`config.mk`:
```
export PLATFORM = sky130hd
export DESIGN_NAME = gam_seq
export DESIGN_NICKNAME = d
export VERILOG_FILES = /design/src/gam_pkg.sv /design/src/gam_seq.sv
export SDC_FILE = /design/constraint.sdc
export NUM_CORES = 1
export LEC_CHECK = 0
export ABC_AREA = 1
export BUFFER_PORTS_ARGS = -buffer_cell sky130_fd_sc_hd__buf_2
export CELL_PAD_IN_SITES_DETAIL_PLACEMENT = 0
export CELL_PAD_IN_SITES_GLOBAL_PLACEMENT = 1
export CORE_MARGIN = 10
export CORE_UTILIZATION = 35
export DETAILED_ROUTE_END_ITERATION = 10
export MAX_ROUTING_LAYER = met4
export PLACE_DENSITY_LB_ADDON = 0.1
export SLEW_MARGIN = 20
export SYNTH_ARGS = -nofsm -noshare
export SYNTH_HDL_FRONTEND = slang
export SYNTH_SLANG_ARGS = --single-unit
```
`constraint.sdc`:
```
create_clock -name clk_i -period 4.5 [get_ports clk_i]
set_input_delay 0.675 -clock clk_i [delete_from_list [all_inputs] [get_ports clk_i]]
set_output_delay 0.675 -clock clk_i [all_outputs]
set_load 0.1 [all_outputs]
```
`src/gam_pkg.sv`:
```
// Shared types, codes and constants of the graph adjacency matrix engine.
package gam_pkg;

  localparam int unsigned NumVertices = 256;
  localparam int unsigned IdW         = 8;
  localparam int unsigned CmdW        = 2;
  localparam int unsigned StatusW     = 2;
  localparam int unsigned VcountW     = 9;
  localparam int unsigned EcountW     = 16;
  // Width of the bit index field in a row control word (indices up to 1023).
  localparam int unsigned MaxIdxW     = 10;

  localparam logic [VcountW-1:0] VertexLimitReset = 9'd256;

  localparam logic [CmdW-1:0] CMD_INS_VERTEX   = 2'd0;
  localparam logic [CmdW-1:0] CMD_INS_EDGE     = 2'd1;
  localparam logic [CmdW-1:0] CMD_ERASE_VERTEX = 2'd2;

  localparam logic [StatusW-1:0] STATUS_DONE       = 2'd0;
  localparam logic [StatusW-1:0] STATUS_EDGE_REJ   = 2'd1;
  localparam logic [StatusW-1:0] STATUS_ERASE_FAIL = 2'd2;
  localparam logic [StatusW-1:0] STATUS_ERASED     = 2'd3;

  typedef enum logic [1:0] {
    ROW_SET,
    ROW_CLEAR,
    ROW_ZERO
  } row_op_e;

  typedef struct packed {
    row_op_e              op;
    logic [MaxIdxW-1:0]   bit_idx;
  } row_ctl_t;

  typedef enum logic [2:0] {
    S_CLEAR,
    S_IDLE,
    S_ED_RD,
    S_ED_CHK,
    S_ED_WR_B,
    S_SWEEP,
    S_TAIL,
    S_DONE
  } state_e;

endpackage

```
`src/gam_seq.sv`:
```
// Command sequencer: presence map, counts, adjacency sweep control and result register.
module gam_seq #(
  parameter int unsigned NUM_VERTICES = gam_pkg::NumVertices,
  localparam int unsigned IdxW = $clog2(NUM_VERTICES)
) (
  input  logic                         clk_i,
  input  logic                         rst_ni,
  input  logic                         cfg_we_i,
  input  logic [gam_pkg::VcountW-1:0]  cfg_wdata_i,
  input  logic                         in_valid_i,
  output logic                         in_ready_o,
  input  logic [gam_pkg::CmdW-1:0]     command_i,
  input  logic [gam_pkg::IdW-1:0]      first_vertex_i,
  input  logic [gam_pkg::IdW-1:0]      second_vertex_i,
  output logic                         out_valid_o,
  input  logic                         out_ready_i,
  output logic [gam_pkg::StatusW-1:0]  status_o,
  output logic [gam_pkg::VcountW-1:0]  vertex_count_o,
  output logic [gam_pkg::EcountW-1:0]  edge_count_o,
  output logic                         ram_we_o,
  output logic [IdxW-1:0]              ram_waddr_o,
  output logic [IdxW-1:0]              ram_raddr_o,
  output gam_pkg::row_ctl_t            row_ctl_o,
  input  logic                         row_hit_i
);
  import gam_pkg::*;

  state_e state_q, state_d;

  logic [IdxW-1:0]         cnt_q;
  logic [IdxW-1:0]         wr_idx_q;
  logic                    wr_pend_q;
  logic [IdW-1:0]          a_q, b_q;
  logic [StatusW-1:0]      status_q;
  logic [VcountW-1:0]      vcnt_q, limit_q;
  logic [EcountW-1:0]      ecnt_q;
  logic [NUM_VERTICES-1:0] present_q;
  logic                    out_valid_q;
  logic [StatusW-1:0]      out_status_q;
  logic [VcountW-1:0]      out_vcnt_q;
  logic [EcountW-1:0]      out_ecnt_q;

  logic            a_ok, b_ok, a_pres, b_pres;
  logic [IdxW-1:0] a_idx, b_idx, aq_idx, bq_idx;
  logic            room, edge_ok, erase_ok, last_cnt, publish;

  assign a_ok     = 32'(first_vertex_i) < NUM_VERTICES;
  assign b_ok     = 32'(second_vertex_i) < NUM_VERTICES;
  assign a_idx    = IdxW'(first_vertex_i);
  assign b_idx    = IdxW'(second_vertex_i);
  assign aq_idx   = IdxW'(a_q);
  assign bq_idx   = IdxW'(b_q);
  assign a_pres   = a_ok && present_q[a_idx];
  assign b_pres   = b_ok && present_q[b_idx];
  assign room     = ({1'b0, vcnt_q} + 10'd1) <= {1'b0, limit_q};
  assign edge_ok  = a_pres && b_pres;
  assign erase_ok = a_pres && (vcnt_q != '0);
  assign last_cnt = cnt_q == IdxW'(NUM_VERTICES - 1);
  assign publish  = (state_q == S_DONE) && (!out_valid_q || out_ready_i);

  assign in_ready_o     = state_q == S_IDLE;
  assign out_valid_o    = out_valid_q;
  assign status_o       = out_status_q;
  assign vertex_count_o = out_vcnt_q;
  assign edge_count_o   = out_ecnt_q;

  always_comb begin
    state_d = state_q;
    case (state_q)
      S_CLEAR: begin
        if (last_cnt) state_d = S_IDLE;
      end
      S_IDLE: begin
        if (in_valid_i) begin
          case (command_i)
            CMD_INS_EDGE:     state_d = edge_ok ? S_ED_RD : S_DONE;
            CMD_ERASE_VERTEX: state_d = erase_ok ? S_SWEEP : S_DONE;
            default:          state_d = S_DONE;
          endcase
        end
      end
      S_ED_RD:   state_d = S_ED_CHK;
      S_ED_CHK:  state_d = row_hit_i ? S_DONE : S_ED_WR_B;
      S_ED_WR_B: state_d = S_DONE;
      S_SWEEP: begin
        if (last_cnt) state_d = S_TAIL;
      end
      S_TAIL:    state_d = S_DONE;
      S_DONE: begin
        if (publish) state_d = S_IDLE;
      end
      default:   state_d = S_IDLE;
    endcase
  end

  // During the erase sweep the row read in one cycle is written back in the next,
  // so one row is finished per cycle. The erased vertex's own row is zeroed.
  always_comb begin
    ram_we_o          = 1'b0;
    ram_waddr_o       = wr_idx_q;
    ram_raddr_o       = cnt_q;
    row_ctl_o.op      = ROW_CLEAR;
    row_ctl_o.bit_idx = MaxIdxW'(a_q);
    case (state_q)
      S_CLEAR: begin
        ram_we_o     = 1'b1;
        ram_waddr_o  = cnt_q;
        row_ctl_o.op = ROW_ZERO;
      end
      S_ED_RD: begin
        ram_raddr_o = aq_idx;
      end
      S_ED_CHK: begin
        row_ctl_o.op      = ROW_SET;
        row_ctl_o.bit_idx = MaxIdxW'(b_q);
        ram_we_o          = !row_hit_i;
        ram_waddr_o       = aq_idx;
        ram_raddr_o       = bq_idx;
      end
      S_ED_WR_B: begin
        row_ctl_o.op = ROW_SET;
        ram_we_o     = 1'b1;
        ram_waddr_o  = bq_idx;
      end
      S_SWEEP: begin
        ram_we_o     = wr_pend_q;
        row_ctl_o.op = (wr_idx_q == aq_idx) ? ROW_ZERO : ROW_CLEAR;
      end
      S_TAIL: begin
        ram_we_o     = 1'b1;
        row_ctl_o.op = (wr_idx_q == aq_idx) ? ROW_ZERO : ROW_CLEAR;
      end
      default: begin
        ram_we_o = 1'b0;
      end
    endcase
  end

  always_ff @(posedge clk_i or negedge rst_ni) begin
    if (!rst_ni) begin
      state_q     <= S_CLEAR;
      cnt_q       <= '0;
      wr_pend_q   <= 1'b0;
      vcnt_q      <= '0;
      ecnt_q      <= '0;
      limit_q     <= VertexLimitReset;
      present_q   <= '0;
      out_valid_q <= 1'b0;
    end else begin
      state_q <= state_d;
      if (cfg_we_i) begin
        limit_q <= cfg_wdata_i;
      end
      case (state_q)
        S_CLEAR: begin
          cnt_q <= cnt_q + 1'b1;
        end
        S_IDLE: begin
          if (in_valid_i) begin
            cnt_q     <= '0;
            wr_pend_q <= 1'b0;
            if (command_i == CMD_INS_VERTEX && a_ok && room && !present_q[a_idx]) begin
              present_q[a_idx] <= 1'b1;
              vcnt_q           <= vcnt_q + 1'b1;
            end
          end
        end
        S_ED_CHK: begin
          if (!row_hit_i) ecnt_q <= ecnt_q + 1'b1;
        end
        S_SWEEP: begin
          if (wr_pend_q && row_hit_i) ecnt_q <= ecnt_q - 1'b1;
          wr_pend_q <= 1'b1;
          cnt_q     <= cnt_q + 1'b1;
        end
        S_TAIL: begin
          if (row_hit_i) ecnt_q <= ecnt_q - 1'b1;
          present_q[aq_idx] <= 1'b0;
          vcnt_q            <= vcnt_q - 1'b1;
        end
        default: begin
        end
      endcase
      if (publish) begin
        out_valid_q <= 1'b1;
      end else if (out_ready_i) begin
        out_valid_q <= 1'b0;
      end
    end
  end

  always_ff @(posedge clk_i) begin
    if (state_q == S_IDLE && in_valid_i) begin
      a_q <= first_vertex_i;
      b_q <= second_vertex_i;
      case (command_i)
        CMD_INS_EDGE:     status_q <= edge_ok ? STATUS_DONE : STATUS_EDGE_REJ;
        CMD_ERASE_VERTEX: status_q <= erase_ok ? STATUS_ERASED : STATUS_ERASE_FAIL;
        default:          status_q <= STATUS_DONE;
      endcase
    end
    if (state_q == S_ED_CHK && row_hit_i) begin
      status_q <= STATUS_EDGE_REJ;
    end
    if (state_q == S_SWEEP) begin
      wr_idx_q <= cnt_q;
    end
    if (publish) begin
      out_status_q <= status_q;
      out_vcnt_q   <= vcnt_q;
      out_ecnt_q   <= ecnt_q;
    end
  end

endmodule

```
Word level (Yosys, flattened, before mapping):

Index checks and enable logic that the tools add are counted.

* reduce and logical (&&, ||, !) cells: 32
* eq/ne operators: 19
* multiplexer cells: 42
* bitwise logic cells: 3
* add/sub/neg operators: 6
* $lt $le $gt $ge: 6

Operator list (number)
* $mux 256: 2
* $pmux 256 s2: 1
* $and 256x256->256: 1
* $not 256->256: 1
* $or 256x256->256: 1
* $mux 16: 3
* $pmux 16 s3: 1
* $pmux 8 s2: 2
* $lt 8x9->1 const B: 3
* $pmux 8 s3: 1
* $pmux 3 s7: 1
* $mux 9: 2
* $pmux 9 s2: 1
* $add 16x1->16 const B: 1
* $bmux 1 s8: 2
* $demux 1 s8: 2
* $ge 8x1->1 const B: 2
* $mux 8: 2
* $sub 16x1->16 const B: 1
* $mux 3: 5
* $ne 2x2->1 const B: 7
* $eq 3x3->1 const B: 4
* $add 9x1->10 const B: 1
* $le 10x9->1: 1
* 30 further kinds: 60

* bits in registers: 356
* output and inout port bits: 58
* bits of input ports: 33

Depth between registers and ports, before layout:

* depth in word-level cells: 8
* depth in mapped cells: 22
* depth with buffers taken out: 20

Worst setup path after synthesis:

No wires, ideal clock.

* path kind: flip-flop to output port
* from: register state_q[2]
* to: output port row_ctl_o[11] (netlist bit)
* arrival time: 3.740 ns
* stages on the path, launching flop included: 8
* data required time: 3.825 ns
* slack: 0.085 ns
* path through: dfrtp_1 -> clkbuf_1 -> inv_1 -> nor2_1 -> inv_1 -> nor2_1 -> inv_1 -> o21ai_0

RTL lines
* start, declared: line gam_seq.sv:28 `state_e state_q, state_d;`
* start signal, assigned: line gam_seq.sv:150 `state_q <= state_d;`
* end, declared: line gam_seq.sv:23 `output gam_pkg::row_ctl_t row_ctl_o,`

==> metrics.log <==
[metrics] simple-gate share of the synthesized area: 36.7%
[metrics] type of element launching the critical path: register
[metrics] Area growth, synth to finish: 14.3%
[metrics] share of the synthesized area in the top cell type: around a third
[metrics] fraction of layout cells with a size suffix above 1: 9.13%
[metrics] post-layout minimum cycle time: roughly 3.7 ns
[metrics] RSZ-0062 raised after global routing: no
[metrics] relative max-transition margin: roughly a fifth
[metrics] via count: approximately 22000
[metrics] part of the cycle the worst path needs: between 80% and 90%
[metrics] number of buffers inserted during clock tree synthesis: 45
[metrics] most used flip-flop cell after synthesis: dfrtp_1
[metrics] number of hold buffers added after cts: 0
[metrics] data required time at the worst endpoint: 3.83 ns
[metrics] worst min path class: primary input to asynchronous set/reset pin
[metrics] multiplexer share of the synthesized area: less than 1%
[metrics] dominant combinational cell family by area after synthesis: simple AND/OR/NAND/NOR gates
[metrics] number of placed I/O pins: 91
[metrics] critical-path cell list: nand2_1 -> inv_1 -> nor2_1 -> inv_1 -> nor2_1 -> buf_4 -> inv_1 -> o21ai_0 -> buf_2
[metrics] sequential element share of the synthesized area: a little over two fifths
[metrics] antenna violations before repair: 1
[metrics] Max IR drop VDD: around 0.52 mV
[metrics] ranking of synthesized cells by area: dfrtp_1, nand2_1, nand3_1, o21ai_0, edfxtp_1
[metrics] count of nets left with antenna violations after detail routing: 0
[metrics] share of the synthesized area in compound gates (AO/OA/AOI/OAI): between 10% and 20%
[metrics] die extent in x: about 270 um
[metrics] routed vias/inst: roughly 5.7
[metrics] CP arrival: ~3.0 ns
[metrics] Critical-path top delay cell: nor2_1
[metrics] number of register bits inferred by synthesis: about 360
[metrics] drt drc: 0
[metrics] initial cell density of the core: a little over a third
[metrics] FFs w/ async S/R, synth: between 80% and 90%
[metrics] worst path bufs/invs: 5
[metrics] total negative slack for setup checks: 0 ns
[metrics] most frequent standard cell in the layout excluding fill and tap cells: nand2_1
[metrics] count of H-tree levels built during CTS: 2
[metrics] drt pass-1 iters: 6
[metrics] total gr overflow: 0
[metrics] Detailed Place HPWL: around 60000 um
[metrics] number of inserted diodes: 0
[metrics] TritonCTS clock tree: done
[metrics] total routed wirelength: 94300 um
[metrics] CTS sink count: ~360
[metrics] outcome: completed
[metrics] Post-Syn Instances: roughly 3100
[metrics] global-route usage over all layers: a little over a quarter
[metrics] die footprint: between 70000 and 80000 um^2
[metrics] Slew Limit Fails: 0
[metrics] worst-skew pair later-pin latency: 0.60 ns
[metrics] synthesized area: 21500 um^2
[metrics] global-route wire length before repair: between 100000 and 150000 um
[metrics] critical path endpoint category: output port
[metrics] biggest cell delay along the critical path: 0.50 ns
[metrics] Synth Area in XOR/XNOR: under 10%
[metrics] Yosys top cell by area: dfrtp_1
[metrics] number of DRC markers in iteration 0: about 2400
[metrics] Core Region: slightly above 60000 um^2
[metrics] worst-margin pin slew: between 1 and 1.5 ns
[metrics] Syn Area/Cell: between 7 and 8 um^2
[metrics] largest fanout on the critical path: 14
[metrics] Design Power: around 0.012 W
[metrics] clock slew seen by the registers of the worst setup and hold paths: 0.06 ns
[metrics] post-detailed-route wirelength per cell: about 24 um
[metrics] worst setup path category: register to output port
[metrics] via count of the first global-routing pass: around 22000
[metrics] count of endpoints failing hold in the final timing report: 0
[metrics] fill count: between 6000 and 7000
[metrics] Post-CTS Setup Repair Bufs: 0
[metrics] CTS root buffer: clkbuf_16
[metrics] placer congestion estimate: approximately 0.89
[metrics] final setup violation count: 0
[metrics] number of distinct standard cells referenced by the synthesized netlist: 44
[metrics] pwr/cell area: 492 nW/um^2
[metrics] reported leakage power: between 10 and 15 nW
[metrics] Worst Skew: between 0.02 and 0.03 ns
[metrics] commonest cells after routing, fill and taps aside: nand2_1, nand3_1, o21ai_0
[metrics] adder and majority gate portion of the synthesized area: under 10%
[metrics] number of flops mapped to enable cells by yosys: 51
[metrics] maximum number of pins on one net before global-route repair: between 80 and 90
[metrics] number of resized instances in the post-cts repair step: 0
[metrics] Layout Nets: around 3200
[metrics] crit-path most repeated cell: inv_1
[metrics] max-cap violations: 0
[metrics] total number of yosys warnings: 0
[metrics] height of the die: roughly 270 um
[metrics] number of buffers on the longest clock path: 3
[metrics] count of input and output buffers: 88
[metrics] category of cells accounting for the largest share of critical-path delay: buffers and inverters
[metrics] maximum achievable frequency: 273 MHz
[metrics] Cell Rows: 90
==> cells in the mapped netlist (2+ instances only) <==
library cell	count
a21oi_1	48
a22oi_1	2
a31oi_1	2
buf_1	13
buf_2	26
buf_4	11
buf_6	13
clkbuf_1	132
dfrtp_1	302
dfxtp_1	2
edfxtp_1	51
fa_1	2
ha_1	36
inv_1	136
inv_2	4
nand2_1	1155
nand2_2	2
nand3_1	547
nand3b_1	2
nand4_1	21
nor2_1	121
nor3_1	29
nor4_1	4
o2111ai_1	9
o21ai_0	314
o21ai_1	16
o21bai_1	2
o221ai_1	9
o22ai_1	3
o31ai_1	3
xnor2_1	15
xor2_1	21
==> cells by family (layout without fill, tap and decap cells) <==
logic type | Yosys count | count (layout)
AOI/OAI and AO/OA | 413 | 413
DFF | 356 | 356
adders and majority gates | 38 | 38
other | 1 | 2
muxes | 1 | 1
xor gates and xnor gates | 36 | 36
buffers and inverters | 336 | 403
and+or+nand+nor | 1884 | 1884
==> routing by layer <==
| layer | global-route usage (%) | routed length (um) | vias up |
|---|---|---|---|
| met5 | - | 0 | - |
| met4 | 12.1 | 4410 | 0 |
| met3 | 4.55 | 7780 | 223 |
| met2 | 42.3 | 43600 | 1062 |
| met1 | 33.1 | 38500 | 10768 |
| li1 | - | - | 10199 |
==> cell type report <==
| cell class | count | area, um^2 | share of cell area (%) |
|---|---|---|---|
| clock buffers | 63 | 1320 | 5.36 |
| inverters | 141 | 532 | 2.17 |
| repair buffers | 178 | 1320 | 5.36 |
| clock inverters | 21 | 250 | 1.02 |
| well taps | 782 | 978 | 3.99 |
| multi-input cells | 2374 | 11000 | 44.8 |
| flip-flops and latches | 356 | 9160 | 37.3 |
==> power by group <==
| group | internal, W | leakage [nW] | total, W | switching (W) |
|---|---|---|---|---|
| Combinational | 0.00101 | 6.24 | 0.00428 | 0.00327 |
| Sequential | 0.00362 | 3.32 | 0.00390 | 0.000278 |
| Clock | 0.00233 | 0.761 | 0.00389 | 0.00156 |
==> sequential cells by signal (all words and copies together) (netlist names) <==
register and count:
wr_idx_q 8, limit_q 9, edge_count_o 16, out_valid_o 1
state_q 3, present_q 256, vcnt_q 9, vertex_count_o 9
b_q 8, a_q 8, cnt_q 8, ecnt_q 16
wr_pend_q 1, status_o 2, status_q 2
==> stage by stage <==
stage	utilization (%)	area, um^2	instances	worst slack [ns]	hold WS [ns]
floorplan	-	21500	3066	0.0851	0.379
global placement	37.9	23000	3831	0.539	0.415
detailed placement	37.9	23000	3831	0.482	0.421
CTS	40.5	24500	3915	0.770	0.138
global route	40.5	24500	3915	0.501	0.161
finish	40.5	24500	3915	0.836	0.110
==> path summary, 6_finish.rpt <==
check                               start            end  slack (ns)  cells after the start
max                            state_q[0]  row_ctl_o[11]        0.84                      9
min in group clk_i         cfg_wdata_i[2]     limit_q[2]        0.31                      3
max in group asynchronous          rst_ni  present_q[95]        3.34                      2
max reg2reg                     vcnt_q[2]  present_q[49]        0.91                     14
min reg2reg                   status_q[1]    status_o[1]        0.44                      0
min                                rst_ni     limit_q[4]        0.11                      1
(Power assumes the default switching activity.)
