File: src/gam_pkg.sv
// Shared types, codes and constants of the graph adjacency matrix engine.
package gam_pkg;

  localparam int unsigned NumVertices = 256;
  localparam int unsigned IdW         = 8;
  localparam int unsigned CmdW        = 2;
  localparam int unsigned StatusW     = 2;
  localparam int unsigned VcountW     = 9;
  localparam int unsigned EcountW     = 16;
  // Width of the bit index field in a row control word (indices up to 1023).
  localparam int unsigned MaxIdxW     = 10;

  localparam logic [VcountW-1:0] VertexLimitReset = 9'd256;

  localparam logic [CmdW-1:0] CMD_INS_VERTEX   = 2'd0;
  localparam logic [CmdW-1:0] CMD_INS_EDGE     = 2'd1;
  localparam logic [CmdW-1:0] CMD_ERASE_VERTEX = 2'd2;

  localparam logic [StatusW-1:0] STATUS_DONE       = 2'd0;
  localparam logic [StatusW-1:0] STATUS_EDGE_REJ   = 2'd1;
  localparam logic [StatusW-1:0] STATUS_ERASE_FAIL = 2'd2;
  localparam logic [StatusW-1:0] STATUS_ERASED     = 2'd3;

  typedef enum logic [1:0] {
    ROW_SET,
    ROW_CLEAR,
    ROW_ZERO
  } row_op_e;

  typedef struct packed {
    row_op_e              op;
    logic [MaxIdxW-1:0]   bit_idx;
  } row_ctl_t;

  typedef enum logic [2:0] {
    S_CLEAR,
    S_IDLE,
    S_ED_RD,
    S_ED_CHK,
    S_ED_WR_B,
    S_SWEEP,
    S_TAIL,
    S_DONE
  } state_e;

endpackage

File: src/gam_row_unit.sv
// Shared row modify unit: sets, clears or zeroes one adjacency row and tests one bit.
module gam_row_unit #(
  parameter int unsigned NUM_VERTICES = gam_pkg::NumVertices,
  localparam int unsigned IdxW = $clog2(NUM_VERTICES)
) (
  input  gam_pkg::row_ctl_t        row_ctl_i,
  input  logic [NUM_VERTICES-1:0]  rd_data_i,
  output logic [NUM_VERTICES-1:0]  wr_data_o,
  output logic                     hit_o
);
  import gam_pkg::*;

  logic [IdxW-1:0]         bit_idx;
  logic [NUM_VERTICES-1:0] mask;

  assign bit_idx = IdxW'(row_ctl_i.bit_idx);
  assign mask    = NUM_VERTICES'(1) << bit_idx;
  assign hit_o   = rd_data_i[bit_idx];

  always_comb begin
    case (row_ctl_i.op)
      ROW_SET:   wr_data_o = rd_data_i | mask;
      ROW_CLEAR: wr_data_o = rd_data_i & ~mask;
      ROW_ZERO:  wr_data_o = '0;
      default:   wr_data_o = '0;
    endcase
  end

endmodule

File: config.mk
export PLATFORM = sky130hd
export DESIGN_NAME = gam_row_unit
export DESIGN_NICKNAME = d
export VERILOG_FILES = /design/src/gam_pkg.sv /design/src/gam_row_unit.sv
export SDC_FILE = /design/constraint.sdc
export NUM_CORES = 1
export LEC_CHECK = 0
export BUFFER_PORTS_ARGS = -buffer_cell sky130_fd_sc_hd__buf_2
export CELL_PAD_IN_SITES_DETAIL_PLACEMENT = 0
export CELL_PAD_IN_SITES_GLOBAL_PLACEMENT = 1
export CORE_AREA = 2 2 206 208
export DETAILED_ROUTE_END_ITERATION = 7
export DIE_AREA = 0 0 208 210
export GPL_ROUTABILITY_DRIVEN = 0
export PLACE_DENSITY = 0.57
export SLEW_MARGIN = 20
export SYNTH_ARGS = -nofsm -noshare
export SYNTH_HDL_FRONTEND = slang
export SYNTH_SLANG_ARGS = --single-unit
File: constraint.sdc
create_clock -name vclk -period 3.4
set_input_delay 0.17 -clock vclk [all_inputs]
set_output_delay 0.17 -clock vclk [all_outputs]
set_load 0.005 [all_outputs]
### Word level (Yosys, flattened, before mapping)

Index checks and enable logic that the tools add are counted.

* bitwise logic cells: 3
* equality and inequality tests: 1
* magnitude comparators: 1
* shift operators: 1
* muxes and demuxes: 3
* reduce and logical (&&, ||, !) cells: 1

Operators by type and width (number)
* 256-bit one-hot mux with 2 select lines: 1
* 256-bit bitwise AND: 1
* 256-bit NOT: 1
* 256-bit OR: 1
* 1-bit by 8-bit left shift with 256-bit output (first input constant): 1
* 8-bit by 9-bit less-than comparator with 1-bit output (second input constant): 1
* 1-bit binary-select mux with 8-bit select: 1
* 2-bit by 1-bit == test with 1-bit output (second input constant): 1
* 2-bit zero test: 1
* 1-bit 2-to-1 mux: 1

* output and inout port bits: 257
* logic and storage cells: 10
* input port bits: 268
* register bits after elaboration: 0

### Longest topological paths before layout

Gate-level depths: netlist of the first run.

* depth after elaboration: 4
* gate-level depth with buffers: 10
* depth with buffers taken out: 6

### Worst setup path before layout of the first run

Ideal clock, no wire load.

* path type: input -> output
* start point: in row_ctl_i[0] (netlist name)
* end point: out hit_o
* required time: 3230 ps
* data arrival time: 1986 ps
* path slack: 1244 ps
* stages on the path: 9
* path buffers: 4
* path through: buf_4 -> buf_6 -> buf_4 -> buf_6 -> mux4_2 -> mux4_2 -> o21ai_0 -> nand4_1 -> o311a_1

* longest elaborated chain between the ends: 2

RTL lines
* from (decl): RTL line gam_row_unit.sv:6 `input gam_pkg::row_ctl_t row_ctl_i,`
* 1-bit binary-select mux with 8-bit select: RTL line gam_row_unit.sv:18 `assign hit_o = rd_data_i[bit_idx];`
* 1-bit 2-to-1 mux (not written as such): RTL line gam_row_unit.sv:18
* to (decl): RTL line gam_row_unit.sv:9 `output logic hit_o`

No other way between the ends. The select of a mux whose other input is x is not followed.

### Worst setup path in the final report of the first run

* start point: in row_ctl_i[0] (netlist name)
* end point: out wr_data_o[92]

* longest elaborated chain between the ends: 4
* elaborated cells on any way between the ends: 5
* those cells by class: shift (1); mux (1); bitwise (3)

RTL lines
* 1-bit by 8-bit left shift with 256-bit output (*): RTL line gam_row_unit.sv:17 `assign mask = NUM_VERTICES'(1) << bit_idx;`
* 256-bit NOT: RTL line gam_row_unit.sv:23 `ROW_CLEAR: wr_data_o = rd_data_i & ~mask;`
* 256-bit bitwise AND: RTL line gam_row_unit.sv:23
* 256-bit one-hot mux with 2 select lines (*): RTL line gam_row_unit.sv:21 `case (row_ctl_i.op)`
* to (decl): RTL line gam_row_unit.sv:8 `output logic [NUM_VERTICES-1:0] wr_data_o,`

Mark *: on every way between the ends. The rest lies on a longest branch, timed or not.

==> impl_metrics.tcl, run 1 <==
set metrics [dict create \
    grt_overflow 0 \
    critical_path.max_fanout 45 \
    ctsResizeCount 0 \
    yosysTopAreaCell "a211oi_1" \
    wl_met2_mm 25.5 \
    wirelength_mm 51.8 \
    ir_worst_vdd_v 0.0000602 \
    layout_setup_ws_ns 0.394 \
    portBuffers 523 \
    dr_total_vias 10047 \
    final_util 0.231 \
    worstSetupStartpointType "input pin" \
    wl_per_cell_um 27.9 \
    area_delta_synth_final_pct 59.7 \
    cts-hold-fix-buffers 0 \
    coreArea_mm2 0.0415 \
    crit_end "wr_data_o[92]" \
    via_per_inst 5.42 \
    start_util 0.145 \
    synth-simple-area-share 0.0668 \
    synthXorXnorAreaFrac 0 \
    num_rows 75 \
    cp.required_ns 3.23 \
    power_leakage_uw 0.00411 \
    path_class "in2out" \
    m1WireLength_mm 21.3 \
    die_w_um 208 \
    synthAdderAreaFrac 0 \
    grtUsageTotal 0.221 \
    firstDrtPassIters 5 \
    synth_compound_area_frac 0.572 \
    maxSlewViolCount 0 \
    met3_length_mm 3.47 \
    die-area_mm2 0.0437 \
    finalSetupTns_ns 0 \
    syn_avg_cell_area_um2 7.08 \
    p_total_uw 1210 \
    syn-num-nets 1117 \
    synthDistinctLibCells 32 \
    dp_slack_ns 0.374 \
    syn_inst 849 \
    grt_first_pass_wirelength_mm 71.9 \
    synth.area.top_cells "a211oi_1 (32%), mux4_2 (25%), a21oi_1 (22%), clkbuf_1 (6.5%), nor2_1 (3.2%)" \
    highest_layer "met5" \
    seq_area_frac_synth 0 \
    antenna_found_initial 2 \
    yosysWarnings 0 \
    muxShareOfSynthArea 0.263 \
    hpwl_mm 39.6 \
    die_h_um 210 \
    status "completed" \
    rsz0062_at_grt "false" \
    cts_setup_buffers 0 \
    max_slew_margin 0.258 \
    fin_crit_sh 0.884 \
    end_kind "output port" \
    layout.nets 1585 \
    crit_path_start "row_ctl_i[0]" \
    flops_and_latches 0 \
    hold_class "in2out" \
    grt_max_degree 105 \
    synth_top_family_by_area "compound AO/OA/AOI/OAI gates" \
    synth.most_common_cell "a21oi_1" \
    drv_cap 0 \
    worstPathArrival_ns 2.84 \
    layout-drive-gt1-share 0.523 \
    setup-violations-final 0 \
    ios 525 \
    synthTopCellsByCount "a21oi_1 (261), a211oi_1 (258), clkbuf_1 (104)" \
    drc_errors 0 \
    fin_crit_ns 3.01 \
    drtIter0Drc 818 \
    drtAntennaViolNets 0 \
    fmax_mhz 333 \
    synth.top_cell.area_share 0.322 \
    syn_area_mm2 0.00601 \
    finalHoldViolations 0 \
    regArea_um2 0 \
    tightest_slew_ns 1.11 \
    grt_pass1_vias 9953 \
    num-clock-buffers 0 \
    power_density_mw_per_mm2 126 \
]
report_power, final:
| group | leakage (µW) | internal [µW] | switching, µW | total, µW |
|---|---|---|---|---|
| sequential | 0 | 0 | 0 | 0 |
| combinational | 0.00411 | 526 | 687 | 1210 |
| clock | 0.00000000634 | 0.0000394 | 0 | 0.0000394 |
| total | 0.00411 | 526 | 687 | 1210 |
cell type report:
cell class / count / area, µm²
inverter: 4 / 15.0
tap: 539 / 674
fill: 4769 / 31900
timing repair buffer: 602 / 3380
antenna: 1 / 2.50
multi-input combinational: 709 / 5530
metrics by stage:
| step | area, µm² | hold slack [ns] | std cells |
|---|---|---|---|
| after floorplan | 6010 | 0.497 | 849 |
| after global placement | 9540 | 0.721 | 1852 |
| after detailed placement | 9600 | 0.726 | 1854 |
| after CTS | 9600 | 0.726 | 1854 |
| after global routing | 9600 | 0.742 | 1855 |
| final | 9600 | 0.722 | 1855 |
layout by cell type (no fill, tap or decap):
cell type,n
o311a_1,1
inv_1,3
nor2b_1,3
and3_1,1
nor2_1,39
nor3_2,4
or3_1,2
or2_2,1
clkbuf_8,1
buf_12,9
buf_16,2
a221oi_1,2
clkinv_1,1
o41ai_2,1
nor2_4,12
and2_1,1
mux4_2,68
nand3_1,7
o22ai_1,2
o21bai_1,2
o211ai_1,3
buf_2,520
a22oi_1,10
o21ai_0,2
diode_2,1
nor3_1,2
mux2i_1,5
buf_4,70
o2111ai_1,1
a31oi_1,1
nand2b_1,6
nand2_1,12
nand4_1,2
a211oi_1,258
a21oi_1,261
worst min path at each step:
stage | cells after the start | from | end | slack, ns
after floorplan | 2 | rd_data_i[32] | wr_data_o[32] | 0.50
after detailed placement | 4 | rd_data_i[227] | wr_data_o[227] | 0.73
after global placement | 4 | rd_data_i[236] | wr_data_o[236] | 0.72
final | 4 | rd_data_i[227] | wr_data_o[227] | 0.72
after CTS | 4 | rd_data_i[227] | wr_data_o[227] | 0.73
after global routing | 4 | rd_data_i[54] | wr_data_o[54] | 0.74
worst max-delay path, cell delays in order:
cell	delay, ns
buf_4	0.20
buf_12	0.23
inv_1	0.15
nand2_1	0.23
nor3_2	0.90
buf_4	0.51
a211oi_1	0.15
buf_2	0.17
metal layers:
metal / global-route usage / vias up
li1: - / 4442
met3: 0.0270 / 102
met2: 0.395 / 625
met4: 0.0584 / 2
met5: 0 / -
met1: 0.280 / 4876
logic make-up after synthesis:
| kind of cell | count (synthesis) |
|---|---|
| muxes | 73 |
| buffers and inverters | 140 |
| and+or+nand+nor | 92 |
| AOI/OAI and AO/OA | 544 |
(Power assumes the default switching activity.)
==> run 2: changes to the inputs <==
Settings changed: RECOVER_POWER set to 50.
==> run 2 against run 1 <==
  * Global-route usage stayed put
  * Largest cell class unchanged
  * Via count grew 0.33%
  * Wire length is 0.16% higher
==> impl_metrics.tcl, run 2 (synthesized netlist as in run 1, its figures left out) <==
set metrics [dict create \
    fin_crit_sh 0.909 \
    final_cells 1856 \
    portBuffers 523 \
    num-clock-buffers 0 \
    max_slew_margin 0.0635 \
    start_util 0.145 \
    layout-drive-gt1-share 0.437 \
    status "completed" \
    critical_path.max_fanout 45 \
    finalSetupTns_ns 0 \
    grtUsageTotal 0.221 \
    drtAntennaViolNets 0 \
    grt_max_degree 105 \
    p_int_uw 506 \
    path_class "in2out" \
    drc_errors 0 \
    antenna_found_initial 2 \
    grt_overflow 0 \
    flops_and_latches 0 \
    tightest_slew_ns 1.40 \
    coreArea_mm2 0.0415 \
    cp.required_ns 3.23 \
    dp.cells 1854 \
    setup-violations-final 0 \
    grt_pass1_vias 9953 \
    ctsResizeCount 0 \
    seqPwrFrac 0 \
    maxSlewViolCount 0 \
    ios 525 \
    p_sw_frac 0.576 \
    fin_worst_hold_slack_ns 0.712 \
    regArea_um2 0 \
    cts_setup_buffers 0 \
    worstSetupStartpointType "input pin" \
    die_h_um 210 \
    layout.nets 1585 \
    dr_total_vias 10080 \
    end_kind "output port" \
    die-area_mm2 0.0437 \
    final_util 0.227 \
    num_rows 75 \
    via_per_inst 5.43 \
    worstPathArrival_ns 2.92 \
    fmax_mhz 324 \
    rsz0062_at_grt "false" \
    ir_worst_vdd_v 0.0000605 \
    drv_cap 0 \
    wl_per_cell_um 27.9 \
    power_frac_comb 1.000 \
    die_w_um 208 \
    area_delta_synth_final_pct 56.9 \
    layout_commonest_cell "buf_2" \
    drtIter0Drc 890 \
    hold_class "in2out" \
    firstDrtPassIters 5 \
    grt_first_pass_wirelength_mm 71.9 \
    switching_power_uw 689 \
    p_clk_frac 0 \
    final_cell_mix "buf_2 (410), a21oi_1 (261), a211oi_1 (258), clkbuf_1 (113), mux4_2 (68)" \
    hpwl_mm 39.6 \
    power_leakage_uw 0.00370 \
    finalHoldViolations 0 \
    cts-hold-fix-buffers 0 \
    wirelength_mm 51.8 \
    power_density_mw_per_mm2 127 \
    fin_crit_ns 3.09 \
]
-- run 2: cell count changes in the layout (fill, tap and decap cells not counted), moves of 2 or more --
cell,before,now
nor2_4,12,10
clkbuf_1,0,113
buf_2,520,410
nor2_2,0,2
buf_4,70,64
clkbuf_2,0,3
-- run 2: cell type report --
class	instances	area [µm²]
Fill cell	4818	32000
Tap cell	539	674
Timing Repair Buffer	602	3220
Inverter	4	15.0
Multi-Input combinational cell	709	5520
Antenna cell	2	5.00
-- run 2: worst max-delay path, cell delays in order --
cell and delay (ns):
buf_4 0.19, buf_12 0.24, inv_1 0.14, nand2_1 0.20
nor2_2 1.11, buf_4 0.45, a211oi_1 0.13, buf_2 0.16
-- run 2: per-layer routing --
metal,track usage,wire [µm],vias up,share of wire
li1,-,-,4445,-
met1,0.280,21400,4937,0.41
met2,0.395,25400,602,0.49
met3,0.0270,3350,94,0.065
met4,0.0584,1660,2,0.032
met5,0,12,-,0.00023
-- run 2: final timing paths --
check / from / endpoint / slack (ns) / cells past startpoint
max: row_ctl_i[0] / wr_data_o[104] / 0.31 / 8
min: rd_data_i[167] / wr_data_o[167] / 0.71 / 4
-- run 2: through the flow --
stage,total power [µW],area (µm²),worst slack (ns)
3_3_place_gp,1210,9540,0.354
4_1_cts,1220,9600,0.351
5_1_grt,1280,9430,0.165
3_5_place_dp,1210,9600,0.374
6_report,1190,9430,0.310
2_1_floorplan,563,6010,1.24
-- run 2: power by group through the flow --
stage	Clock (µW)	Combinational, µW	Sequential (µW)
after floorplan	0	563	0
after global placement	0	1210	0
final	0.0000788	1190	0
after global routing	0.0000393	1280	0
after CTS	0	1220	0
after detailed placement	0	1210	0
==> run 3: changes to the inputs <==
Settings changed: PLACE_DENSITY 0.57 to 0.65.
==> run 3 against run 2 <==
  * Maximum frequency hardly changed
  * Cell count increased by 0.32%
  * Utilization down 0.081 points
  * Wire length shrank 1.9%
  * Critical path depth unchanged
  * Combinational power hardly changed
  * Via count grew 0.27%
  * Largest power group unchanged
  * Highest routed layer unchanged
==> impl_metrics.tcl, run 3 (synthesized netlist as in run 1, its figures left out) <==
set metrics [dict create \
    ir_worst_vdd_v 0.0000811 \
    p_sw_frac 0.575 \
    flops_and_latches 0 \
    path_class "in2out" \
    layout_commonest_cell "buf_2" \
    switching_power_uw 684 \
    status "completed" \
    fin_crit_ns 3.09 \
    p_clk_frac 0 \
    seqPwrFrac 0 \
    rsz0062_at_grt "false" \
    layout-drive-gt1-share 0.443 \
    crit_path_max_incr_delay_ns 0.58 \
    final_cell_mix "buf_2 (417), a21oi_1 (261), a211oi_1 (258), clkbuf_1 (102), buf_4 (69)" \
    tightest_slew_ns 1.16 \
    cp.required_ns 3.23 \
    hold_depth 4 \
    drc_errors 0 \
    max_slew_margin 0.220 \
    crit_top_cell "mux4_2" \
    grt_pass1_vias 9493 \
    num-fill-cells 4836 \
    end_kind "output port" \
    power_frac_comb 1.000 \
    path_cells "clkbuf_2 -> buf_12 -> mux4_2 -> mux4_2 -> o211ai_1 -> nand4_1 -> o311a_1 -> buf_2" \
    power_density_mw_per_mm2 127 \
    drtIter0Drc 1005 \
    num_rows 75 \
    portBuffers 523 \
    ios 525 \
    dp_slack_ns 0.308 \
    wirelength_mm 50.8 \
    setup-violations-final 0 \
    worstSetupStartpointType "input pin" \
    num-clock-buffers 0 \
    cts-hold-fix-buffers 0 \
    drv_cap 0 \
    hold_class "in2out" \
    die_w_um 208 \
    layout_setup_ws_ns 0.310 \
    power_leakage_uw 0.00373 \
    ctsResizeCount 0 \
    cp_slowest_cell "mux4_2" \
    worstPathArrival_ns 2.92 \
    area_delta_synth_final_pct 56.4 \
    regArea_um2 0 \
    grtUsageTotal 0.214 \
    finalHoldViolations 0 \
    via_per_inst 5.43 \
    die-area_mm2 0.0437 \
    antenna_found_initial 3 \
    critical_path.max_fanout 37 \
    p_int_uw 505 \
    grt_max_degree 117 \
    fmax_mhz 324 \
    critical_path.top_delay_family "multiplexers" \
    coreArea_mm2 0.0415 \
    drtAntennaViolNets 0 \
    finalSetupTns_ns 0 \
    dr_total_vias 10107 \
    wl_per_cell_um 27.3 \
    cts_setup_buffers 0 \
    cp_num_buf_inv 3 \
    fin_crit_sh 0.909 \
    hpwl_mm 38.4 \
    firstDrtPassIters 5 \
    start_util 0.145 \
    grt_overflow 0 \
    die_h_um 210 \
    maxSlewViolCount 0 \
    crit_cells 8 \
    grt_first_pass_wirelength_mm 69.5 \
    layout.nets 1591 \
]
run 3: cell count changes in the layout (fill, tap and decap cells not counted), moves of 2 or more:
cell / previous run / this run
buf_12: 9 / 7
buf_2: 410 / 417
buf_4: 64 / 69
buf_1: 0 / 2
clkbuf_2: 3 / 10
buf_16: 2 / 0
clkbuf_1: 113 / 102
nor2_1: 39 / 42
nor2_2: 2 / 0
run 3: metrics by stage:
step	instances	hold WS [ns]	util	area, µm²	power [µW]
floorplan	849	0.497	-	6010	563
global route	1861	0.721	0.226	9390	1270
global placement	1860	0.719	0.231	9590	1210
CTS	1860	0.724	0.231	9600	1220
finish	1862	0.703	0.227	9400	1190
detailed placement	1860	0.723	0.231	9600	1210
run 3: layout make-up:
class | instances | area [µm²] | share of cell area
Timing Repair Buffer | 608 | 3200 | 0.340
Tap cell | 539 | 674 | 0.0718
Inverter | 4 | 15.0 | 0.00160
Multi-Input combinational cell | 709 | 5500 | 0.586
Antenna cell | 2 | 5.00 | 0.000533
run 3: path summary, 6_finish.rpt:
path	slack, ns	start	to
max	0.31	row_ctl_i[0]	hit_o
min	0.70	rd_data_i[78]	wr_data_o[78]
run 3: power groups by stage:
stage                     Sequential (µW)  Combinational [µW]  Clock (µW)
final                                   0                1190   0.0000791
after global routing                    0                1270   0.0000395
after CTS                               0                1220           0
after detailed placement                0                1210           0
after global placement                  0                1210           0
after floorplan                         0                 563           0
run 3: per-layer routing:
metal  global-route usage  wire (µm)  vias up
li1                     -          -     4448
met4               0.0418       1070        2
met1                0.278      20900     4847
met5                    0         12        -
met3               0.0270       3830       91
met2                0.382      25000      719
