## src/gam_ram.sv

```systemverilog
// Generic single-write, single-read RAM with registered read data.
module gam_ram #(
  parameter int unsigned WIDTH = 8,
  parameter int unsigned DEPTH = 2,
  localparam int unsigned AddrW = (DEPTH > 1) ? $clog2(DEPTH) : 1
) (
  input  logic             clk_i,
  input  logic             we_i,
  input  logic [AddrW-1:0] waddr_i,
  input  logic [WIDTH-1:0] wdata_i,
  input  logic [AddrW-1:0] raddr_i,
  output logic [WIDTH-1:0] rdata_o
);

  logic [WIDTH-1:0] mem_q [DEPTH];
  logic [WIDTH-1:0] rdata_q;

  always_ff @(posedge clk_i) begin
    if (we_i) begin
      mem_q[waddr_i] <= wdata_i;
    end
    rdata_q <= mem_q[raddr_i];
  end

  assign rdata_o = rdata_q;

endmodule

```

## config.mk

```make
export PLATFORM = sky130hd
export DESIGN_NAME = gam_ram
export DESIGN_NICKNAME = d
export VERILOG_FILES = /design/src/gam_ram.sv
export SDC_FILE = /design/constraint.sdc
export NUM_CORES = 1
export LEC_CHECK = 0
export BUFFER_PORTS_ARGS = -buffer_cell sky130_fd_sc_hd__buf_2
export CAP_MARGIN = 15
export CORE_MARGIN = 5
export CORE_UTILIZATION = 31
export CTS_CLUSTER_DIAMETER = 40
export DETAILED_ROUTE_END_ITERATION = 8
export MAX_ROUTING_LAYER = met4
export PLACE_DENSITY_LB_ADDON = 0.15
export SYNTH_ARGS = -nofsm -noshare
export SYNTH_HDL_FRONTEND = slang
export SYNTH_SLANG_ARGS = --single-unit
export TNS_END_PERCENT = 5
```

## constraint.sdc

```tcl
create_clock -name clk_i -period 0.9 [get_ports clk_i]
set_input_delay 0.135 -clock clk_i [delete_from_list [all_inputs] [get_ports clk_i]]
set_output_delay 0.135 -clock clk_i [all_outputs]
set_load 0.01 [all_outputs]
```

======== After elaboration in Yosys (flattened, before gate mapping) ========
Memories as Yosys holds them, arrays and structs flattened. A register that Yosys moved wholly into a read port is not among the register bits.
Index checks and enable logic that the tools add are counted.
cells by class
  $add $sub $neg .......................... 0
  multiply operators ...................... 0
  div/mod/pow operators ................... 0
  order comparisons ....................... 0
  equality and inequality tests ........... 0
  shifts and indexed selects .............. 0
  mux-type cells .......................... 2
  bitwise gates (word level) .............. 0
  reduce and logical (&&, ||, !) cells .... 0
operators by type and width
  kind    number
  $mux 1  2
storage, ports and cells
  flip-flop bits (word level) ............. 0
  latch bits .............................. 0
  bits in writable memories ............... 16
  ROM bits ................................ 0
  input bits .............................. 12
  word-level logic and storage cells ...... 3
  memories kept ........................... 1
memories
  name   depth  bits a word  rd ports  clocked after Yosys merged registers in  write ports  line  text
  mem_q  2      8            1         1                                        1            15    logic [WIDTH-1:0] mem_q [DEPTH];

======== Logic depth before layout (Yosys ltp) ========
Gate-level depths: netlist (run 1).
  depth in word-level cells ............... 2
  depth in mapped cells ................... 2
  depth with buffers taken out ............ 1

======== Worst setup path before layout (run 1) ========
OpenSTA, ideal clock, no wires.
  path type ............................... input to register
  start point ............................. input port we_i
  end point ............................... memory mem_q[0][0], enable pin
  setup time .............................. 0.373 ns
  data arrival time ....................... 0.555 ns
  data required time ...................... 0.527 ns
  path slack .............................. -0.028 ns
  stages on the path ...................... 1
  cells stage by stage .................... nor2b_1
between the ends
  longest elaborated chain between the ends .. 2
ends and longest elaborated chain
  item                          line  text
  from (decl)                   8     input logic we_i,
  $mux 1                        19    if (we_i) begin
  $mux 1 (not written as such)  20    mem_q[waddr_i] <= wdata_i;
  to (decl)                     15
No other way between the ends.

======== Final worst setup path (run 1) ========
  start point ............................. register rdata_q[3] (netlist: rdata_o[3]), read port of mem_q
  end point ............................... output port rdata_o[3]
RTL lines
  item         line  text
  from (decl)  16    logic [WIDTH-1:0] rdata_q;
  to (decl)    12    output logic [WIDTH-1:0] rdata_o
No word-level cell between the ends.

==> results.sh, run 1 <==
export IMPL_run_status="completed"
export IMPL_worstSetupStartpointType="flip-flop"
export IMPL_root_buffer="clkbuf_4"
export IMPL_netlist_cell_type_count=6
export IMPL_tns_ps=0
export IMPL_yosysMostFrequentCell="edfxtp_1"
export IMPL_post_dp_hpwl_um=738
export IMPL_vias_per_cell=3.98
export IMPL_clk_pin_slew_worst_paths_ps=120
export IMPL_numCtsBuffers=3
export IMPL_critPathArrivalTime_ps=750
export IMPL_grt_start_max_net_pins=14
export IMPL_grt_busiest_layer="met2"
export IMPL_synth_top_area_cell="edfxtp_1"
export IMPL_critPathTopFamily="flip-flops"
export IMPL_vdd_drop_max_mv=1.07
export IMPL_first_pass_iters=3
export IMPL_max_stage_delay_ps=340
export IMPL_met2_usage_pct=11.6
export IMPL_grt_pass1_vias=391
export IMPL_worstSkewPairLatency_ps=300
export IMPL_hold_violations=0
export IMPL_drt_total_wl_mm=1.01
export IMPL_drtIter0Drc=4
export IMPL_p_leak_nw=0.420
export IMPL_slew_headroom_pct=82.5
export IMPL_instances_no_fill=93
export IMPL_port_buffers=19
export IMPL_io_pins=20
export IMPL_vias=370
export IMPL_drv_cap=0
export IMPL_grt_use_met1_pct=6.21
export IMPL_die_area_um2=3640
export IMPL_drive_above_1_share_pct=57.1
export IMPL_coreArea_um2=2450
export IMPL_syn_to_final_growth_pct=32.2
export IMPL_drc=0
export IMPL_cp_end_kind="output pin"
export IMPL_critPathMaxFanout=1
export IMPL_cts_tree="done"
export IMPL_wl_per_cell_um=10.9
export IMPL_dp_slack_ps=50.3
export IMPL_cp_num_buf_inv=1
export IMPL_route_antenna_remaining_nets=0
export IMPL_die_w_um=60.3
export IMPL_slowest_stage="dfxtp_2"
export IMPL_synth_top_cells_by_count="edfxtp_1, dfxtp_1, mux2_4"
export IMPL_min_path_type="in -> reg"
export IMPL_grt_met3_usage_pct=4.75
export IMPL_place_gp_congestion=0.631
export IMPL_fill_cells=229
export IMPL_fin_skew_ps=4.28
export IMPL_grt_pass1_wl_mm=1.64
export IMPL_h_tree_depth=1
export IMPL_netlist_instances=35
export IMPL_critical_path_class="reg -> out"
export IMPL_n_antenna_cell=0
export IMPL_synth_seq_cells=24
export IMPL_synth_edf_count=16
export IMPL_layout_min_cycle_time_ps=882
export IMPL_yosysSeqAreaShare_pct=81.7
export IMPL_cts_setup_buffers=0
export IMPL_cellPowerDensity_nw_per_um2=1870
export IMPL_die_h_um=60.3
export IMPL_dp_cells=85
export IMPL_rows=18
export IMPL_rsz0062_at_grt="yes"
export IMPL_slew_violations=0
export IMPL_synth_area_um2=785
export IMPL_grtUsageTotal_pct=6.73
export IMPL_start_util_pct=32.0
export IMPL_worst_pin_slew_ps=263
export IMPL_required_ps=760
export IMPL_synth_top_cell_area_share_pct=61.2
export IMPL_setup_ws_ps=18.3
export IMPL_nNetsFinal=76
export IMPL_antenna_found_initial=0
export IMPL_max_freq_mhz=1130
export IMPL_critical_path_cell_chain="buf_6"
export IMPL_syn_area_per_cell_um2=22.4
export IMPL_synth_nets=47
export IMPL_synth_async_reset_ratio_pct=0
export IMPL_fin_crit_sh_pct=98.0
export IMPL_clockBufferDepth=2
export IMPL_setup_violations=0
export IMPL_cts_sinks=24
export IMPL_synth_area_leaders="edfxtp_1, dfxtp_1, mux2_4, buf_6, and2_1"
export IMPL_synth_ff_type="edfxtp_1"
export IMPL_hold_slack_ps=16.0
export IMPL_ys_warnings_count=0
export IMPL_grt_ovfl_total=0
registers in the layout (all words and copies together), names as in the netlist:
signal and count:
mem_q 16, rdata_o 8
cell usage in the layout, fill, tap and decap left out:
| cell type | netlist | routed |
|---|---|---|
| buf_2 | 0 | 16 |
| edfxtp_1 | 16 | 16 |
| mux2_4 | 8 | 8 |
| dfxtp_1 | 8 | 5 |
| dlygate4sd3_1 | 0 | 4 |
| clkbuf_4 | 0 | 3 |
| buf_6 | 1 | 3 |
| dfxtp_2 | 0 | 3 |
| buf_12 | 0 | 2 |
| nor2b_2 | 0 | 1 |
| and2_1 | 1 | 1 |
| clkbuf_1 | 0 | 1 |
final cells by class:
class                      instances  area, µm²  area share [%]
sequential                        24        644            62.1
timing repair buffer              25        194            18.7
clock buffer                       4       26.3            2.53
tap                               30       37.5            3.62
multi-input combinational         10        135            13.0
layer usage:
layer / vias to the layer above / part of all wire, %
li1: 189 / -
met1: 167 / 37
met2: 12 / 52
met3: 2 / 9.8
met4: 0 / 0.79
met5: - / 0
per-stage QoR:
stage	util, %	instance area, µm²	power (W)
floorplan	-	787	0.00140
global placement	38.6	948	0.00149
detailed placement	38.6	948	0.00149
CTS	40.1	985	0.00195
global route	42.3	1040	0.00205
finish	42.3	1040	0.00194
timing repair:
item | in CTS | in global routing
resized for setup | 0 | 6
hold buffers | 1 | 3
endpoints found under the hold margin | 2 | 6
endpoints found under the setup margin | 3 | 8
cell families after synthesis:
logic type	share of synthesized area, %
buf+inv	1.44
simple gates	1.60
mux	15.3
flops	81.7
worst paths after layout:
kind | from | endpoint | slack, ps | cells past startpoint
hold / removal | wdata_i[1] | mem_q[0][1] | 20 | 1
setup / recovery | rdata_o[3] | rdata_o[3] | 20 | 1
setup reg to reg | mem_q[0][0] | rdata_o[0] | 140 | 1
hold reg to reg | mem_q[0][2] | rdata_o[2] | 490 | 1
where the power goes:
| part | internal (W) | switching, W | leakage, nW | total, W |
|---|---|---|---|---|
| Clock | 0.000172 | 0.000281 | 0.0150 | 0.000453 |
| Combinational | 0.000131 | 0.0000734 | 0.187 | 0.000204 |
| Sequential | 0.00126 | 0.0000208 | 0.218 | 0.00128 |
| Total | 0.00157 | 0.000375 | 0.420 | 0.00194 |
Note: power is estimated with default switching activity, not from simulation.
==> run 2: changes to the inputs <==
Settings changed: CTS_BUF_LIST set to sky130_fd_sc_hd__clkbuf_4.
==> run 2 against run 1 <==
Die area did not move. Largest power group unchanged. First-iteration DRC count unchanged. Global-route usage increased by 0.18 points. Cell count rose by 1.1%. Fmax barely moved. Via count is 1.6% higher. Clock power increased by 6.8%. Non-clock buffer count up 1. Utilization rose by 0.56 points.
==> results.sh, run 2 (synthesis gave the netlist of run 1 again) <==
export IMPL_slew_violations=0
export IMPL_grt_pass1_wl_mm=1.69
export IMPL_reg2reg_slack_ps=140
export IMPL_reg2reg_from="mem_q[0][0]"
export IMPL_combPwrFrac_pct=10.5
export IMPL_worst_pin_slew_ps=263
export IMPL_max_stage_delay_ps=340
export IMPL_swShare_pct=19.0
export IMPL_min_path_type="in -> reg"
export IMPL_hold_violations=0
export IMPL_setup_violations=0
export IMPL_run_status="completed"
export IMPL_power_frac_clock_pct=24.5
export IMPL_vias=376
export IMPL_fin_crit_sh_pct=97.9
export IMPL_drtIter0Drc=4
export IMPL_antenna_found_initial=0
export IMPL_die_h_um=60.3
export IMPL_wl_per_cell_um=10.9
export IMPL_drv_cap=0
export IMPL_syn_to_final_growth_pct=34.0
export IMPL_setup_ws_ps=18.6
export IMPL_largest_reg_flops=16
export IMPL_port_buffers=19
export IMPL_drc=0
export IMPL_drive_above_1_share_pct=57.8
export IMPL_p_sw_w=0.000376
export IMPL_final_cell_mix="buf_2, edfxtp_1, mux2_4"
export IMPL_critPathArrivalTime_ps=750
export IMPL_first_pass_iters=3
export IMPL_reg2reg_to="rdata_o[0]"
export IMPL_worstSetupStartpointType="flip-flop"
export IMPL_layout_min_cycle_time_ps=881
export IMPL_grt_met3_usage_pct=4.75
export IMPL_nNetsFinal=77
export IMPL_post_dp_hpwl_um=738
export IMPL_dp_slack_ps=50.3
export IMPL_critical_path_class="reg -> out"
export IMPL_clk_pin_slew_worst_paths_ps=120
export IMPL_cts_sinks=24
export IMPL_seqPwrFrac_pct=65.0
export IMPL_regMostFlops="mem_q"
export IMPL_slew_headroom_pct=82.5
export IMPL_min_to="mem_q[0][4]"
export IMPL_start_util_pct=32.0
export IMPL_coreArea_um2=2450
export IMPL_grtUsageTotal_pct=6.92
export IMPL_required_ps=760
export IMPL_grt_pass1_vias=405
export IMPL_drt_total_wl_mm=1.02
export IMPL_p_leak_nw=0.427
export IMPL_rows=18
export IMPL_p_int_w=0.00160
export IMPL_cp_end_kind="output pin"
export IMPL_fin_skew_ps=3.52
export IMPL_vdd_drop_max_mv=1.14
export IMPL_max_freq_mhz=1130
export IMPL_route_antenna_remaining_nets=0
export IMPL_slowest_stage="dfxtp_2"
export IMPL_grt_start_max_net_pins=14
export IMPL_cellPowerDensity_nw_per_um2=1880
export IMPL_vias_per_cell=4.00
export IMPL_numCtsBuffers=3
export IMPL_place_gp_congestion=0.631
export IMPL_cts_tree="done"
export IMPL_critPathTopFamily="flip-flops"
export IMPL_critical_path_cell_chain="buf_6"
export IMPL_h_tree_depth=1
export IMPL_critPathMaxFanout=1
export IMPL_grt_busiest_layer="met2"
export IMPL_rsz0062_at_grt="yes"
export IMPL_rr_worst_depth=1
export IMPL_die_w_um=60.3
export IMPL_total_power_w=0.00198
export IMPL_fin_util_pct=42.8
export IMPL_root_buffer="clkbuf_4"
export IMPL_die_area_um2=3640
export IMPL_io_pins=20
export IMPL_n_antenna_cell=0
export IMPL_grt_use_met1_pct=6.48
export IMPL_met2_usage_pct=11.9
export IMPL_hp_start="wdata_i[4]"
export IMPL_cp_num_buf_inv=1
export IMPL_hold_depth=1
export IMPL_worstSkewPairLatency_ps=300
export IMPL_clockBufferDepth=2
export IMPL_grt_ovfl_total=0
run 2: cell types whose count changed in the layout (fill, tap and decap cells not counted), sizes merged:
cell,before,now
dlygate4sd3,4,5
run 2: stage by stage:
step           TNS [ps]  area [µm²]  cells  hold slack (ps)
5_1_grt            -217        1050     94             3.66
6_report              0        1050     94             25.8
3_5_place_dp          0         948     85              326
3_3_place_gp          0         948     85              324
4_1_cts           -28.9        1010     92             3.98
2_1_floorplan         0         787     35              234
run 2: power by group through the flow:
stage	Combinational, W	Sequential (W)	Clock [W]
final	0.000207	0.00128	0.000484
after global routing	0.000226	0.00130	0.000563
after CTS	0.000192	0.00128	0.000515
after detailed placement	0.000182	0.00131	0
after global placement	0.000180	0.00131	0
after floorplan	0.0000766	0.00132	0
run 2: how the worst max path moves through the flow:
stage | slack [ps] | start | cells after the start | endpoint
global route | -30 | rdata_o[6] | 1 | rdata_o[6]
global placement | 50 | raddr_i | 2 | rdata_o[7]
finish | 20 | rdata_o[3] | 1 | rdata_o[3]
detailed placement | 50 | raddr_i | 2 | rdata_o[7]
CTS | -10 | rdata_o[3] | 1 | rdata_o[3]
floorplan | 140 | we_i | 1 | mem_q[0][0]
run 2: area by class of cell:
| cell class | instances | area, µm² |
|---|---|---|
| clock buffer | 4 | 30.0 |
| multi-input combinational | 10 | 135 |
| timing repair buffer | 26 | 204 |
| sequential | 24 | 644 |
| tap | 30 | 37.5 |
| fill | 226 | 1400 |
run 2: per-layer routing:
metal	wire, µm	part of all wire [%]
met4	8	0.78
met1	379	37
met2	542	53
met5	0	0
met3	94	9.2
run 2: what timing repair did:
item,CTS,global route
endpoints found under the hold margin,6,4
pin swaps,0,0
buffers inserted,0,0
gates resized for setup,0,6
hold buffers,3,2
endpoints found under the setup margin,3,8
==> run 3: changes to the inputs <==
Settings changed: RECOVER_POWER set to 25.
==> run 3 against run 2 <==
First-iteration DRC count stayed put. Non-clock buffer count unchanged. Fmax is essentially flat. Register-to-register slack is essentially flat.
==> results.sh, run 3 (synthesis gave the netlist of run 1 again) <==
export IMPL_layout_commonest_cell="edfxtp_1"
export IMPL_worstSetupPathDepth=1
export IMPL_final_cell_mix="edfxtp_1, buf_2, mux2_4"
export IMPL_port_buffers=19
export IMPL_worstSetupStartpointType="flip-flop"
export IMPL_cellPowerDensity_nw_per_um2=1910
export IMPL_fin_crit_sh_pct=98.0
export IMPL_wl_per_cell_um=10.9
export IMPL_critPathArrivalTime_ps=750
export IMPL_hold_slack_ps=35.8
export IMPL_place_gp_congestion=0.631
export IMPL_required_ps=760
export IMPL_worstSetupEndpoint="rdata_o[3]"
export IMPL_grt_start_max_net_pins=14
export IMPL_die_h_um=60.3
export IMPL_grt_ovfl_total=0
export IMPL_fin_skew_ps=3.91
export IMPL_drt_total_wl_mm=1.02
export IMPL_worstSkewPairLatency_ps=300
export IMPL_vias_per_cell=4.01
export IMPL_max_stage_delay_ps=340
export IMPL_route_antenna_remaining_nets=0
export IMPL_total_power_w=0.00196
export IMPL_cts_sinks=24
export IMPL_critical_path_cell_chain="buf_6"
export IMPL_grtUsageTotal_pct=6.92
export IMPL_reg2reg_to="rdata_o[0]"
export IMPL_io_pins=20
export IMPL_h_tree_depth=1
export IMPL_run_status="completed"
export IMPL_clockBufferDepth=2
export IMPL_nNetsFinal=77
export IMPL_numCtsBuffers=3
export IMPL_start_util_pct=32.0
export IMPL_first_pass_iters=3
export IMPL_cp_num_buf_inv=1
export IMPL_n_antenna_cell=0
export IMPL_crit_start="rdata_o[3]"
export IMPL_rsz0062_at_grt="yes"
export IMPL_rows=18
export IMPL_regMostFlops="mem_q"
export IMPL_layout_min_cycle_time_ps=882
export IMPL_vias=377
export IMPL_die_w_um=60.3
export IMPL_reg2reg_slack_ps=140
export IMPL_slew_headroom_pct=70.7
export IMPL_root_buffer="clkbuf_4"
export IMPL_slew_violations=0
export IMPL_cp_end_kind="output pin"
export IMPL_critPathMaxFanout=1
export IMPL_setup_violations=0
export IMPL_min_path_type="in -> reg"
export IMPL_vdd_drop_max_mv=1.14
export IMPL_die_area_um2=3640
export IMPL_critical_path_class="reg -> out"
export IMPL_max_freq_mhz=1130
export IMPL_p_leak_nw=0.408
export IMPL_fin_util_pct=41.9
export IMPL_slowest_stage="dfxtp_2"
export IMPL_drv_cap=0
export IMPL_grt_pass1_vias=405
export IMPL_drtIter0Drc=4
export IMPL_syn_to_final_growth_pct=31.3
export IMPL_coreArea_um2=2450
export IMPL_post_dp_hpwl_um=738
export IMPL_rr_worst_depth=1
export IMPL_largest_reg_flops=16
export IMPL_hold_violations=0
export IMPL_grt_pass1_wl_mm=1.69
export IMPL_drive_above_1_share_pct=50.0
export IMPL_worst_pin_slew_ps=440
export IMPL_cts_tree="done"
export IMPL_tns_ps=0
export IMPL_drc=0
export IMPL_antenna_found_initial=0
export IMPL_clk_pin_slew_worst_paths_ps=120
export IMPL_critPathTopFamily="flip-flops"
export IMPL_reg2reg_from="mem_q[0][0]"
## run 3: area by class of cell
| class | instances | area, µm² |
|---|---|---|
| fillers | 229 | 1430 |
| repair buffers | 26 | 183 |
| flip-flops and latches | 24 | 644 |
| well taps | 30 | 37.5 |
| multi-input cells | 10 | 135 |
| clock buffers | 4 | 30.0 |
## run 3: what timing repair did
action / CTS / global route
gates resized for setup: 0 / 6
endpoints found under the hold margin: 6 / 4
hold buffers: 3 / 2
endpoints found under the setup margin: 3 / 8
setup buffers: 0 / 0
## run 3: worst min path at each step
stage	from	endpoint	slack [ps]	depth (start not counted)
after floorplan	wdata_i[0]	mem_q[0][0]	230	0
after global placement	wdata_i[3]	mem_q[0][3]	320	1
after detailed placement	wdata_i[7]	mem_q[0][7]	330	1
after CTS	wdata_i[5]	mem_q[1][5]	4	1
after global routing	wdata_i[2]	mem_q[1][2]	40	1
final	wdata_i[4]	mem_q[0][4]	40	1
## run 3: layer usage
layer	share of wire (%)	routed length, µm	vias to the layer above	GRT usage, %
met4	0.78	8	0	0.949
met3	9.3	95	2	4.75
met5	0	0	-	-
met1	37	378	171	6.48
met2	53	542	12	11.9
li1	-	-	192	-
## run 3: power breakdown
part | leakage (nW) | total [W] | internal [W] | switching (W)
Combinational | 0.172 | 0.000196 | 0.000123 | 0.0000723
Clock | 0.0184 | 0.000482 | 0.000203 | 0.000280
Sequential | 0.218 | 0.00129 | 0.00126 | 0.0000209
## run 3: per-stage QoR
| stage | worst slack, ps | instance area [µm²] | instances |
|---|---|---|---|
| floorplan | 142 | 787 | 35 |
| global placement | 53.3 | 948 | 85 |
| detailed placement | 50.3 | 948 | 85 |
| CTS | -14.4 | 1010 | 92 |
| global route | -32.5 | 1030 | 94 |
| finish | 18.3 | 1030 | 94 |
